===== src/rtl/nrtc_pkg.sv =====
// shared types, codes and number helpers for the number rewrite table
// no dependencies
`default_nettype none
package nrtc_pkg;

    localparam int MAX_DIGITS = 15;
    localparam int NUM_MAPS   = 8;
    localparam int ENTRIES    = 64;
    localparam int ID_W       = 3;
    localparam int CNT_W      = $clog2(NUM_MAPS + 1);
    localparam int IDX_W      = $clog2(ENTRIES);
    localparam int STEP_W     = $clog2(ENTRIES + 1);
    localparam int KEY_W      = 64;
    localparam int ENT_W      = ID_W + 2 * KEY_W;

    localparam logic [2:0] ACT_CREATE    = 3'd0;
    localparam logic [2:0] ACT_DELETE    = 3'd1;
    localparam logic [2:0] ACT_INSERT    = 3'd2;
    localparam logic [2:0] ACT_ERASE     = 3'd3;
    localparam logic [2:0] ACT_TRANSFORM = 3'd4;

    localparam logic [2:0] ST_OK       = 3'd0;
    localparam logic [2:0] ST_NOT_LIVE = 3'd1;
    localparam logic [2:0] ST_INVALID  = 3'd2;
    localparam logic [2:0] ST_FULL     = 3'd3;
    localparam logic [2:0] ST_NO_FREE  = 3'd4;

    typedef struct packed {
        logic [2:0]  action;
        logic [2:0]  map_id;
        logic [59:0] src_digits;
        logic [3:0]  src_length;
        logic [59:0] dst_digits;
        logic [3:0]  dst_length;
    } in_item_t;

    typedef struct packed {
        logic [2:0]  status;
        logic [2:0]  new_map_id;
        logic        found;
        logic        cycle;
        logic [59:0] result_digits;
        logic [3:0]  result_length;
    } out_item_t;

    typedef struct packed {
        logic            create;
        logic            release_id;
        logic [ID_W-1:0] id;
    } alloc_cmd_t;

    typedef struct packed {
        logic [NUM_MAPS-1:0] live;
        logic                can_create;
        logic [ID_W-1:0]     create_id;
    } alloc_stat_t;

    function automatic logic key_ok(input logic [59:0] digits, input logic [3:0] len);
        logic ok;
        ok = (32'(len) <= MAX_DIGITS);
        for (int i = 0; i < 15; i++) begin
            if ((i < 32'(len)) && (digits[4*i +: 4] > 4'd9)) begin
                ok = 1'b0;
            end
        end
        return ok;
    endfunction

    function automatic logic [KEY_W-1:0] key_make(input logic [59:0] digits,
                                                  input logic [3:0] len);
        logic [59:0] m;
        m = '0;
        for (int i = 0; i < 15; i++) begin
            if (i < 32'(len)) begin
                m[4*i +: 4] = digits[4*i +: 4];
            end
        end
        return {len, m};
    endfunction

endpackage
`default_nettype wire


===== src/rtl/nrtc_id_alloc.sv =====
// map id allocator: live flags, free id stack and next new id
// depends on nrtc_pkg
`default_nettype none
module nrtc_id_alloc (
    input  wire logic                 aclk,
    input  wire logic                 aresetn,
    input  wire nrtc_pkg::alloc_cmd_t cmd,
    output nrtc_pkg::alloc_stat_t     stat
);
    logic [nrtc_pkg::NUM_MAPS-1:0] live_reg;
    logic [nrtc_pkg::ID_W-1:0]     stack_reg [nrtc_pkg::NUM_MAPS];
    logic [nrtc_pkg::CNT_W-1:0]    cnt_reg;
    logic [nrtc_pkg::CNT_W-1:0]    next_reg;
    logic [nrtc_pkg::CNT_W-1:0]    cnt_m1;

    assign cnt_m1 = cnt_reg - nrtc_pkg::CNT_W'(1);

    always_comb begin
        stat.live       = live_reg;
        stat.can_create = (cnt_reg != '0) ||
                          (next_reg < nrtc_pkg::CNT_W'(nrtc_pkg::NUM_MAPS));
        stat.create_id  = (cnt_reg != '0) ? stack_reg[cnt_m1[nrtc_pkg::ID_W-1:0]]
                                          : next_reg[nrtc_pkg::ID_W-1:0];
    end

    always_ff @(posedge aclk) begin
        if (!aresetn) begin
            live_reg <= '0;
            cnt_reg  <= '0;
            next_reg <= '0;
        end else begin
            if (cmd.create && stat.can_create) begin
                if (cnt_reg != '0) begin
                    cnt_reg <= cnt_m1;
                end else begin
                    next_reg <= next_reg + nrtc_pkg::CNT_W'(1);
                end
                live_reg[stat.create_id] <= 1'b1;
            end
            if (cmd.release_id) begin
                live_reg[cmd.id] <= 1'b0;
                if (cnt_reg < nrtc_pkg::CNT_W'(nrtc_pkg::NUM_MAPS)) begin
                    stack_reg[cnt_reg[nrtc_pkg::ID_W-1:0]] <= cmd.id;
                    cnt_reg <= cnt_reg + nrtc_pkg::CNT_W'(1);
                end
            end
        end
    end
endmodule
`default_nettype wire


===== config.mk =====
export PLATFORM = sky130hd
export DESIGN_NAME = nrtc_id_alloc
export DESIGN_NICKNAME = d
export VERILOG_FILES = /design/src/rtl/nrtc_pkg.sv /design/src/rtl/nrtc_id_alloc.sv
export SDC_FILE = /design/constraint.sdc
export NUM_CORES = 1
export LEC_CHECK = 0
export BUFFER_PORTS_ARGS = -buffer_cell sky130_fd_sc_hd__buf_2
export CORE_MARGIN = 8
export CORE_UTILIZATION = 40
export CTS_CLUSTER_DIAMETER = 40
export DETAILED_ROUTE_END_ITERATION = 8
export GPL_ROUTABILITY_DRIVEN = 0
export PLACE_DENSITY = 0.65
export SLEW_MARGIN = 20
export SYNTH_ARGS = -nofsm -noshare
export SYNTH_HDL_FRONTEND = slang
export SYNTH_SLANG_ARGS = --single-unit

===== constraint.sdc =====
create_clock -name aclk -period 2.71 [get_ports aclk]
set_input_delay 0.542 -clock aclk [delete_from_list [all_inputs] [get_ports aclk]]
set_output_delay 0.542 -clock aclk [all_outputs]
set_load 0.1 [all_outputs]

==> results_dict.tcl <==
set metrics [dict create \
    status "finished, final reports clean" \
    h-tree-depth 2 \
    fin_cells 232 \
    skew_ps 10.5 \
    max-clock-path-buffers 2 \
    period_share_pct 97.8 \
    port_buffers 18 \
    tritoncts "done" \
    rows 25 \
    synthesis.nets 167 \
    synth_seq_area_share_pct 54.6 \
    slew_headroom_pct 64.6 \
    synth_top_area_share_pct 37.8 \
    dpl.hpwl_um 2950 \
    synthFlopType "edfxtp_1" \
    peakVddDrop_v 0.000576 \
    p_per_area_mw_per_mm2 1160 \
    rsz0062_at_grt "true" \
    worstMarginPinSlew_ps 526 \
    min_path_type "flop to flop" \
    clockRootBuffer "clkbuf_8" \
    r2r_start "cnt_reg[0]$_SDFF_PN0_" \
    core_mm2 0.00466 \
    first_global_vias 1360 \
    vias 1333 \
    firstDrtPassIters 4 \
    clock-sinks 40 \
    synth_area_leaders "edfxtp_1 (38%), dfxtp_1 (17%), mux4_2 (7.1%)" \
    drive_gt1_share_pct 28.7 \
    timing.rr.end "live_reg[4]$_SDFF_PN0_" \
    cp-endpoint "stat[0]" \
    die_area_mm2 0.00724 \
    insertion_delay_ps 310 \
    r2r_cells 8 \
    fill_cells 411 \
    start_util_pct 40.9 \
    critPathCaptureType "output pin" \
    grt_pass1_wl_um 6790 \
    syn_avg_cell_area_um2 12.2 \
    finalNetCount 187 \
    fmax_ghz 0.377 \
    totalWireLength_um 4160 \
    yosys_warnings 0 \
    synth_edf_count 24 \
    grt_max_degree 19 \
    viasPerCell 5.75 \
    critPathMaxFanout 12 \
    yosysMostFrequentCell "edfxtp_1" \
    layout_min_cycle_time_ps 2650 \
    synth_area_leader_cell "edfxtp_1" \
    num_antenna_cells 0 \
    setup_viol 0 \
    finalHoldViolCount 0 \
    die-height_um 85.1 \
    numCtsBuffers 5 \
    largest_reg_flops 24 \
    synth_top_cells_by_count "edfxtp_1 (24), dfxtp_1 (16), nand2_1 (11), nor2_1 (9), nor2b_1 (8)" \
    drtIter0Drc 117 \
    syn_inst 157 \
    required_ps 2170 \
    arrival_ps 2110 \
    grt_remaining_overflow 0 \
    synth_seq_cells 40 \
    r2r_slack_ps 320 \
    place_inst 221 \
    startpoint "cnt_reg[0]$_SDFF_PN0_" \
    async_flop_share_pct 0 \
    antenna_found_initial 0 \
    slew_viol_final 0 \
    crit_type "flop to output pin" \
    start_kind "flop" \
    drc 0 \
    drv_cap 0 \
    clk_pin_slew_ps 80 \
    ys_types 42 \
    p_leak_nw 0.820 \
    p_total_w 0.00264 \
    ant_nets 0 \
    ios 19 \
    area_growth_pct 19.2 \
    die-width_um 85.1 \
    detail_route.wl_per_cell_um 17.9 \
    grt_use_total_pct 12.2 \
    syn_area_mm2 0.00191 \
]
## final cells by class
type	count	area (um2)	share of cell area (%)
Clock buffer	5	68.8	3.03
Clock inverter	3	42.5	1.87
Inverter	4	15.0	0.660
Multi-Input combinational cell	105	875	38.4
Sequential cell	40	1050	46.1
Tap cell	54	67.6	2.97
Timing Repair Buffer	21	158	6.93
## where the power goes
part	switching [W]	internal [W]	total, W
Combinational	0.000893	0.000479	0.00137
Sequential	0.0000675	0.000713	0.000781
Clock	0.000219	0.000273	0.000492
## through the flow
step / setup WS [ps] / area [um2] / hold WS (ps) / utilization [%] / TNS [ps]
floorplan: 3.51 / 1980 / 461 / - / 0
detailed placement: 249 / 2130 / 455 / 45.7 / 0
global placement: 320 / 2130 / 436 / 45.7 / 0
CTS: 14.5 / 2250 / 467 / 48.2 / 0
global route: -31.1 / 2270 / 498 / 48.8 / -62.1
finish: 58.7 / 2270 / 468 / 48.8 / 0
## layer usage
metal	part of all wire (%)	routed length (um)	vias to the layer above	track usage [%]
met5	0	0	-	0
met4	1.8	76	0	5.18
met3	6.0	250	7	4.83
met2	49	2030	36	19.2
met1	43	1810	654	14.3
li1	-	-	636	-
## worst min path at each step
stage	from	to	slack, ps	cells past startpoint
floorplan	next_reg[3]$_SDFFE_PN0P_	next_reg[3]$_SDFFE_PN0P_	460	1
global placement	live_reg[7]$_SDFF_PN0_	live_reg[7]$_SDFF_PN0_	440	2
detailed placement	live_reg[7]$_SDFF_PN0_	live_reg[7]$_SDFF_PN0_	460	2
CTS	live_reg[7]$_SDFF_PN0_	live_reg[7]$_SDFF_PN0_	470	2
global route	live_reg[7]$_SDFF_PN0_	live_reg[7]$_SDFF_PN0_	500	2
finish	live_reg[7]$_SDFF_PN0_	live_reg[7]$_SDFF_PN0_	470	2
## what timing repair did
item                                    CTS  global route
buffers inserted                          0             3
resized for setup                         2             2
endpoints found under the setup margin    3             3
pin swaps                                 0             3
gates cloned                              0             0
hold buffers                              0             0
## cell families after synthesis
| group | synth area share [%] |
|---|---|
| AOI/OAI and AO/OA | 12.0 |
| xor gates and xnor gates | 0.918 |
| DFF | 54.6 |
| muxes | 8.13 |
| and+or+nand+nor | 19.5 |
| adders and majority gates | 1.97 |
| buffers and inverters | 2.89 |
## layout by cell type (no fill, tap or decap), drive strengths merged
cell type and n:
o311a 1, nor3 6, nand3 6, mux4 6, and2 2, edfxtp 24
nor2b 8, a32oi 1, a21oi 5, o21a 3, xnor2 1, o221a 4
nor4b 3, o22ai 2, dfxtp 16, clkbuf 5, or2 1, and4bb 1
inv 4, nor2 9, a211oi 1, nand4 3, nor4 1, and3b 1
buf 21, nand2 11, o31ai 2, and3 1, o41ai 1, nand2b 7
xor2 1, mux2i 2, or4 1, clkinv 2, nand4bb 1, or3 2
ha 3, o211a 2, bufinv 1, o21ai 6
## worst max-delay path: stages, from the launching register on
cell and delay (ps):
dfxtp_4 450, inv_2 70, ha_4 320, mux4_2 380
a211oi_4 300, nor3_4 100, buf_12 170
(Power assumes the default switching activity.)
