File: src/rtl/nrtc_ram.sv
// generic single write port ram with registered read
// no dependencies
`default_nettype none
module nrtc_ram #(
    parameter int WIDTH = 8,
    parameter int DEPTH = 16
) (
    input  wire logic                     aclk,
    input  wire logic                     we,
    input  wire logic [$clog2(DEPTH)-1:0] waddr,
    input  wire logic [WIDTH-1:0]         wdata,
    input  wire logic [$clog2(DEPTH)-1:0] raddr,
    output logic      [WIDTH-1:0]         rdata
);
    logic [WIDTH-1:0] mem [DEPTH];

    always_ff @(posedge aclk) begin
        if (we) begin
            mem[waddr] <= wdata;
        end
        rdata <= mem[raddr];
    end
endmodule
`default_nettype wire

File: config.mk
export PLATFORM = sky130hd
export DESIGN_NAME = nrtc_ram
export DESIGN_NICKNAME = d
export VERILOG_FILES = /design/src/rtl/nrtc_ram.sv
export SDC_FILE = /design/constraint.sdc
export NUM_CORES = 1
export LEC_CHECK = 0
export BUFFER_PORTS_ARGS = -buffer_cell sky130_fd_sc_hd__buf_2
export CAP_MARGIN = 0
export CORE_MARGIN = 8
export CORE_UTILIZATION = 35
export CTS_CLUSTER_SIZE = 8
export DETAILED_ROUTE_END_ITERATION = 10
export PLACE_DENSITY = 0.46
export SETUP_SLACK_MARGIN = 0.1
export SLEW_MARGIN = 5
export SYNTH_ARGS = -nofsm -noshare
export SYNTH_HDL_FRONTEND = slang
export SYNTH_SLANG_ARGS = --single-unit
File: constraint.sdc
create_clock -name aclk -period 3.2 [get_ports aclk]
set_clock_uncertainty 0.2 [all_clocks]
set_input_delay 0.32 -clock aclk [delete_from_list [all_inputs] [get_ports aclk]]
set_output_delay 0.32 -clock aclk [all_outputs]
set_load 0.1 [all_outputs]
==> impl_results.rst, run 1 <==
.. list-table::
   :header-rows: 1

   * - Metric
     - Value
   * - Minimum setup slack in the final design
     - 1.41 ns
   * - CTS root buf
     - sky130_fd_sc_hd__clkbuf_16
   * - Final Wtd Congestion
     - 0.680
   * - Detail-routed net length per standard cell
     - 23.1 microns
   * - Kind of end point of the critical path
     - flip-flop
   * - Worst Path Arrival
     - 1.89 ns
   * - Total negative slack
     - 0 ns
   * - Top Ports
     - 26
   * - Compound-gate portion of the synthesized area
     - 0.0233
   * - Row count
     - 44
   * - Synth Flop Type
     - sky130_fd_sc_hd__edfxtp_1
   * - Yosys warning total
     - 0
   * - Worst slew margin relative to its limit
     - 0.417
   * - Total power density per cell area
     - 701 nW/um^2
   * - Maximum capacitance violations
     - 0
   * - Time the final worst path needs with I/O delays and setup
     - 1.79 ns
   * - Num CTS Buffers
     - 17
   * - Count of H-tree levels built during CTS
     - 4
   * - Number of cells on the worst reg-to-reg path
     - 3
   * - Leakage Power
     - 2.07 nW
   * - Main combinational cell family by area after synthesis
     - multiplexers
   * - Worst hold-check path type
     - in2reg
   * - Count of flip-flops with a built-in enable after synthesis
     - 128
   * - DRT Wirelength
     - 11.0 mm
   * - Global-route usage over all layers
     - 0.130
   * - IR drop worst, VDD
     - 0.419 mV
   * - Fraction of layout cells with a size suffix above 1
     - 0.284
   * - 1st-pass router iterations
     - 4
   * - Most repeated cell in the gate-level netlist after synthesis
     - sky130_fd_sc_hd__edfxtp_1
   * - Total of cells resized after clock tree synthesis
     - 0
   * - Top cells by area, synth
     - sky130_fd_sc_hd__edfxtp_1 (75%), sky130_fd_sc_hd__mux4_2 (7.9%), sky130_fd_sc_hd__mux4_1 (7.1%), sky130_fd_sc_hd__dfxtp_1 (3.1%), sky130_fd_sc_hd__a22oi_1 (2.3%)
   * - Initial antenna violation count
     - 0
   * - DRC viols
     - 0
   * - Post-detailed-placement half-perimeter wirelength
     - 7.00 mm
   * - Basic-gate share of the synthesized area counting and, or, nand and nor cells
     - 0.0318
   * - Worst hold start
     - wdata[0]
   * - Via count of the first global-routing pass
     - 2640
   * - Actual transition at the worst max-transition pin
     - 0.871 ns
   * - Share of the synthesized area in the top cell type
     - 0.747
   * - Commonest cells in the netlist
     - sky130_fd_sc_hd__edfxtp_1 (128), sky130_fd_sc_hd__mux4_2 (18), sky130_fd_sc_hd__a22oi_1 (16)
   * - Unrepaired setup endpoints after global routing
     - false
   * - Synthesized instance count
     - 229
   * - Cell area after technology mapping
     - 5150 sq um
   * - Mapped Avg Cell Area
     - 22.5 sq um
   * - Pre-CTS worst setup slack
     - 0.949 ns
   * - Mux contribution to synthesized area
     - 0.150
   * - Port-buffer cells
     - 25
   * - Number of different library cells in the post-synthesis netlist
     - 19
   * - Required time of the worst setup path
     - 3.29 ns
   * - Share of the yosys chip area belonging to registers
     - 0.778
   * - Post-CTS setup-driven buffer insertion count
     - 0
   * - Destination of the worst register-to-register timing path
     - rdata[2]$_DFF_P_
   * - Number of pins exceeding their max-slew limit in the final report
     - 0
   * - Setup slack, reg-to-reg
     - 1.58 ns
   * - Slowest stage delay, CP
     - 0.49 ns
   * - Fin. Hold Viols
     - 0
   * - Clock insertion delay at the later pin of the skew report
     - 0.41 ns
   * - Count of endpoints failing setup in the final report
     - 0
   * - Register clock-pin slew on the reported worst setup and hold paths
     - 0.05 ns
   * - Hold Path Sink
     - mem[4][0]$_DFFE_PP_
   * - Launch point of the worst reg-to-reg path
     - mem[9][2]$_DFFE_PP_
   * - Cells along the critical path
     - buf_2 -> buf_4 -> mux4_1 -> a22oi_1 -> nand2_1
   * - Wire length of the first global-routing pass
     - 16.8 mm
   * - Fraction of synthesized cell area in xor and xnor cells
     - 0
   * - Detailed-route vias per instance
     - 5.03
   * - Synthesized net count
     - 247
   * - Filler instances
     - 1263
   * - Number of routed nets with antenna violations
     - 0
   * - Maximum count of clock buffers along a single path
     - 2
   * - DIE AREA
     - 18800 sq um
   * - Horizontal die dimension
     - 137 microns
   * - Category of the critical setup timing path
     - in2reg
   * - Count of nets after finishing
     - 297
   * - Clk sink count
     - 136
   * - DIE HEIGHT
     - 137 microns
   * - CP startpoint kind
     - primary input
   * - Tcrit/Tclk final
     - 0.561
   * - CP max-delay cell
     - sky130_fd_sc_hd__buf_2
   * - Initial core utilization
     - 0.356
   * - Core region area
     - 14500 sq um
   * - Initial drt markers
     - 221
   * - Number of antenna diodes
     - 0
   * - Placed cell count
     - 444
   * - Post-layout instance count excluding filler cells
     - 476
   * - Post-synthesis adder-cell area fraction
     - 0
   * - Overflow left after global routing
     - 0
   * - Highest Clock Rate
     - 0.557 GHz
   * - Run status
     - completed
   * - Hold-critical path depth
     - 1
   * - Register bit count reported by yosys
     - 136
   * - Count of hold buffers inserted by post-cts repair
     - 0
   * - Area delta synth->final
     - 19.5%
   * - Clock tree from TritonCTS
     - yes
   * - Area leader, netlist
     - sky130_fd_sc_hd__edfxtp_1
   * - Pin count of the biggest net entering global routing
     - 23
   * - CP Max Fanout
     - 22
   * - Vias after detailed routing
     - 2394
   * - Async set-or-reset flop fraction in the synthesized netlist
     - 0
==> worst max-delay path, delay by kind of cell <==
family                 cells  cell delay, ns
buffers and inverters      2            0.82
AO/OA/AOI/OAI              1            0.36
multiplexers               1            0.30
AND/OR/NAND/NOR            1            0.08
==> worst max-delay path by stage <==
stage,startpoint,endpoint,slack [ns],cells past startpoint
floorplan,waddr[2],mem[0][0]$_DFFE_PP_,1.19,2
global placement,raddr[1],rdata[2]$_DFF_P_,0.97,5
detailed placement,raddr[1],rdata[2]$_DFF_P_,0.95,5
CTS,raddr[1],rdata[2]$_DFF_P_,1.40,5
global route,raddr[1],rdata[2]$_DFF_P_,1.32,5
finish,raddr[1],rdata[2]$_DFF_P_,1.41,5
==> per-layer routing <==
layer / vias up / global-route usage / share of wire
met5: - / 0 / 0
met4: 0 / 0.0471 / 0.0058
met3: 4 / 0.0467 / 0.053
met2: 62 / 0.192 / 0.46
met1: 1253 / 0.173 / 0.48
li1: 1075 / - / -
==> kinds of logic (layout without fill, tap and decap cells) <==
kind of cell           count (synthesis)  count (layout)
flip-flops                           136             136
AND/OR/NAND/NOR                       35              35
multiplexers                          32              32
AO/OA/AOI/OAI                         16              16
buffers and inverters                 10              73
==> cell usage in the layout (no fill, tap or decap), drive strengths merged, types with 2 or more instances in the layout <==
cell type and instances:
edfxtp 128, dfxtp 8, nand2 9, buf 41, clkinv 6, clkbuf 20
bufinv 5, nand3b 2, nand2b 2, mux4 32, nor3 4, a22oi 16
nor2 13
==> cell type report <==
cell class / count / area, sq um / area share
Clock buffer: 20 / 437 / 0.0710
Clock inverter: 12 / 180 / 0.0293
Multi-Input combinational cell: 83 / 1060 / 0.172
Sequential cell: 136 / 4000 / 0.651
Tap cell: 184 / 230 / 0.0374
Timing Repair Buffer: 41 / 245 / 0.0399
==> report_power, final <==
group          internal (mW)  total, mW  switching [mW]
Sequential              1.99       2.00          0.0109
Combinational         0.0761      0.270           0.194
Clock                   1.36       2.04           0.674
Total                   3.43       4.31           0.879
==> state kept, by name, summed over array words and instances (netlist names) <==
name,count
rdata,8
mem,128
==> per-stage QoR <==
step | power [mW] | utilization | hold slack, ns | instance area, sq um
after floorplan | 2.22 | - | 0.219 | 5150
after detailed placement | 2.32 | 0.382 | 0.466 | 5540
final | 4.31 | 0.425 | 0.0889 | 6150
after global routing | 4.45 | 0.425 | 0.0844 | 6150
after CTS | 4.36 | 0.425 | 0.0730 | 6150
after global placement | 2.31 | 0.382 | 0.464 | 5540
(Power assumes the default switching activity.)
==> run 2, diff against run 1 <==
clock period = 1.7 ns   (was 3.2 ns; I/O delays follow)
==> run 2 against run 1 <==
Effect of this change:
- utilization grew 0.97 points
- total power rose by 77%
- first-iteration DRC count up 15%
- combinational power is 110% higher
- critical path depth is 2 lower
- sequential share of layout area is 1.4 points lower
- register-to-register slack got worse by 1.4 ns
- non-clock buffer count increased by 18
- die area unchanged
- setup slack worse by 1.3 ns
- clock power is 62% higher
- cell count is 3.8% higher
- critical path type is now reg2reg
- critical endpoint is now rdata[0]$_DFF_P_
- largest cell class unchanged
==> impl_results.rst, run 2 (synthesized netlist as in run 1, its figures left out) <==
.. list-table::
   :header-rows: 1

   * - Metric
     - Value
   * - Run status
     - completed
   * - Detail-routed net length per standard cell
     - 22.1 microns
   * - Number of pins exceeding their max-slew limit in the final report
     - 0
   * - CP startpoint kind
     - flip-flop
   * - Actual transition at the worst max-transition pin
     - 0.918 ns
   * - Clock tree from TritonCTS
     - yes
   * - Leading cell type in the layout, fill and taps excluded
     - sky130_fd_sc_hd__edfxtp_1
   * - Final hold slack
     - 0.151 ns
   * - CP Max Fanout
     - 1
   * - Final Wtd Congestion
     - 0.719
   * - Core region area
     - 14500 sq um
   * - Top library cells by usage in the layout, fill and taps aside
     - sky130_fd_sc_hd__edfxtp_1 (128), sky130_fd_sc_hd__buf_4 (24), sky130_fd_sc_hd__buf_2 (23)
   * - IR drop worst, VDD
     - 0.642 mV
   * - Required time of the worst setup path
     - 1.76 ns
   * - Wire length of the first global-routing pass
     - 16.4 mm
   * - CP max-delay cell
     - sky130_fd_sc_hd__mux4_2
   * - Detailed-route vias per instance
     - 4.98
   * - DRT Wirelength
     - 10.9 mm
   * - Time the final worst path needs with I/O delays and setup
     - 1.56 ns
   * - Via count of the first global-routing pass
     - 2642
   * - Horizontal die dimension
     - 137 microns
   * - Vias after detailed routing
     - 2461
   * - Largest registers
     - mem (128), rdata (8)
   * - Kind of end point of the critical path
     - flip-flop
   * - Register clock-pin slew on the reported worst setup and hold paths
     - 0.05 ns
   * - Worst hold-check path type
     - in2reg
   * - Largest reg by FF count
     - mem
   * - Cells along the critical path
     - mux4_2 -> a22oi_1 -> nand2_1
   * - Maximum count of clock buffers along a single path
     - 2
   * - CTS root buf
     - sky130_fd_sc_hd__clkbuf_16
   * - Clk sink count
     - 136
   * - Post-detailed-placement half-perimeter wirelength
     - 6.85 mm
   * - Initial antenna violation count
     - 0
   * - Flip-flop count of the largest register after layout
     - 128
   * - Pin count of the biggest net entering global routing
     - 25
   * - Global-route usage over all layers
     - 0.126
   * - DIE AREA
     - 18800 sq um
   * - Highest Clock Rate
     - 0.643 GHz
   * - 1st-pass router iterations
     - 4
   * - Unrepaired setup endpoints after global routing
     - true
   * - Overflow left after global routing
     - 0
   * - Row count
     - 44
   * - Leakage Power
     - 2.13 nW
   * - Count of endpoints failing setup in the final report
     - 0
   * - Placed cell count
     - 454
   * - Total power density per cell area
     - 1210 nW/um^2
   * - Maximum capacitance violations
     - 0
   * - Number of routed nets with antenna violations
     - 0
   * - Category of the critical setup timing path
     - reg2reg
   * - Port-buffer cells
     - 25
   * - Clock insertion delay at the later pin of the skew report
     - 0.41 ns
   * - Worst Path Arrival
     - 1.62 ns
   * - Tcrit/Tclk final
     - 0.915
   * - Pre-CTS worst setup slack
     - -0.290 ns
   * - Minimum setup slack in the final design
     - 0.145 ns
   * - Top Ports
     - 26
   * - Slowest stage delay, CP
     - 0.46 ns
   * - Post-CTS setup-driven buffer insertion count
     - 0
   * - Worst slew margin relative to its limit
     - 0.387
   * - DIE HEIGHT
     - 137 microns
   * - Post-layout instance count excluding filler cells
     - 494
   * - Total negative slack
     - 0 ns
   * - Count of nets after finishing
     - 315
   * - Count of H-tree levels built during CTS
     - 4
   * - Fin. Hold Viols
     - 0
   * - Area delta synth->final
     - 22.3%
   * - Num CTS Buffers
     - 17
   * - DRC viols
     - 0
   * - Number of antenna diodes
     - 0
   * - Fraction of layout cells with a size suffix above 1
     - 0.319
   * - Initial core utilization
     - 0.356
   * - Initial drt markers
     - 255
## run 2: final cells by class
cell class	instances	area, sq um
clock buffers	28	487
clock inverters	4	46.3
fillers	1270	8190
multi-input cells	83	1080
flip-flops and latches	136	4000
well taps	184	230
repair buffers	59	443
## run 2: timing repair
action                     CTS  global route
hold buffers                 8             0
gates resized for setup      2             6
setup endpoints to repair    2             4
pin swaps                    0             1
hold endpoints to repair   128             0
## run 2: metrics by stage
step	instance area [sq um]	power [mW]	util
finish	6290	7.64	0.435
global route	6290	7.89	0.435
CTS	6270	7.72	0.433
detailed placement	5650	4.38	0.391
global placement	5650	4.38	0.391
floorplan	5150	4.19	-
## run 2: worst max-delay path: cells and delay by family (launching register included)
kind / cells / cell delay (ns)
AOI/OAI and AO/OA: 1 / 0.26
DFF: 1 / 0.36
muxes: 1 / 0.46
and+or+nand+nor: 1 / 0.14
## run 2: where the power goes
| group | internal, mW | switching (mW) | leakage, nW | total, mW |
|---|---|---|---|---|
| Clock | 2.08 | 1.22 | 0.254 | 3.30 |
| Combinational | 0.183 | 0.377 | 0.652 | 0.560 |
| Sequential | 3.75 | 0.0200 | 1.22 | 3.77 |
| Total | 6.02 | 1.62 | 2.13 | 7.64 |
## run 2: metal layers
layer	global-route usage	up-vias	part of all wire
met5	0	-	0
met4	0.0416	0	0.0067
met2	0.190	49	0.47
met3	0.0485	6	0.045
li1	-	1110	-
met1	0.164	1296	0.48
## run 2: final timing paths
kind	startpoint	endpoint	slack (ns)	cells after the start
worst max-delay path	mem[8][0]$_DFFE_PP_	rdata[0]$_DFF_P_	0.14	3
worst min-delay path	waddr[1]	mem[0][7]$_DFFE_PP_	0.15	3
worst max register to register	mem[8][0]$_DFFE_PP_	rdata[0]$_DFF_P_	0.14	3
worst min register to register	mem[15][1]$_DFFE_PP_	rdata[1]$_DFF_P_	0.47	3
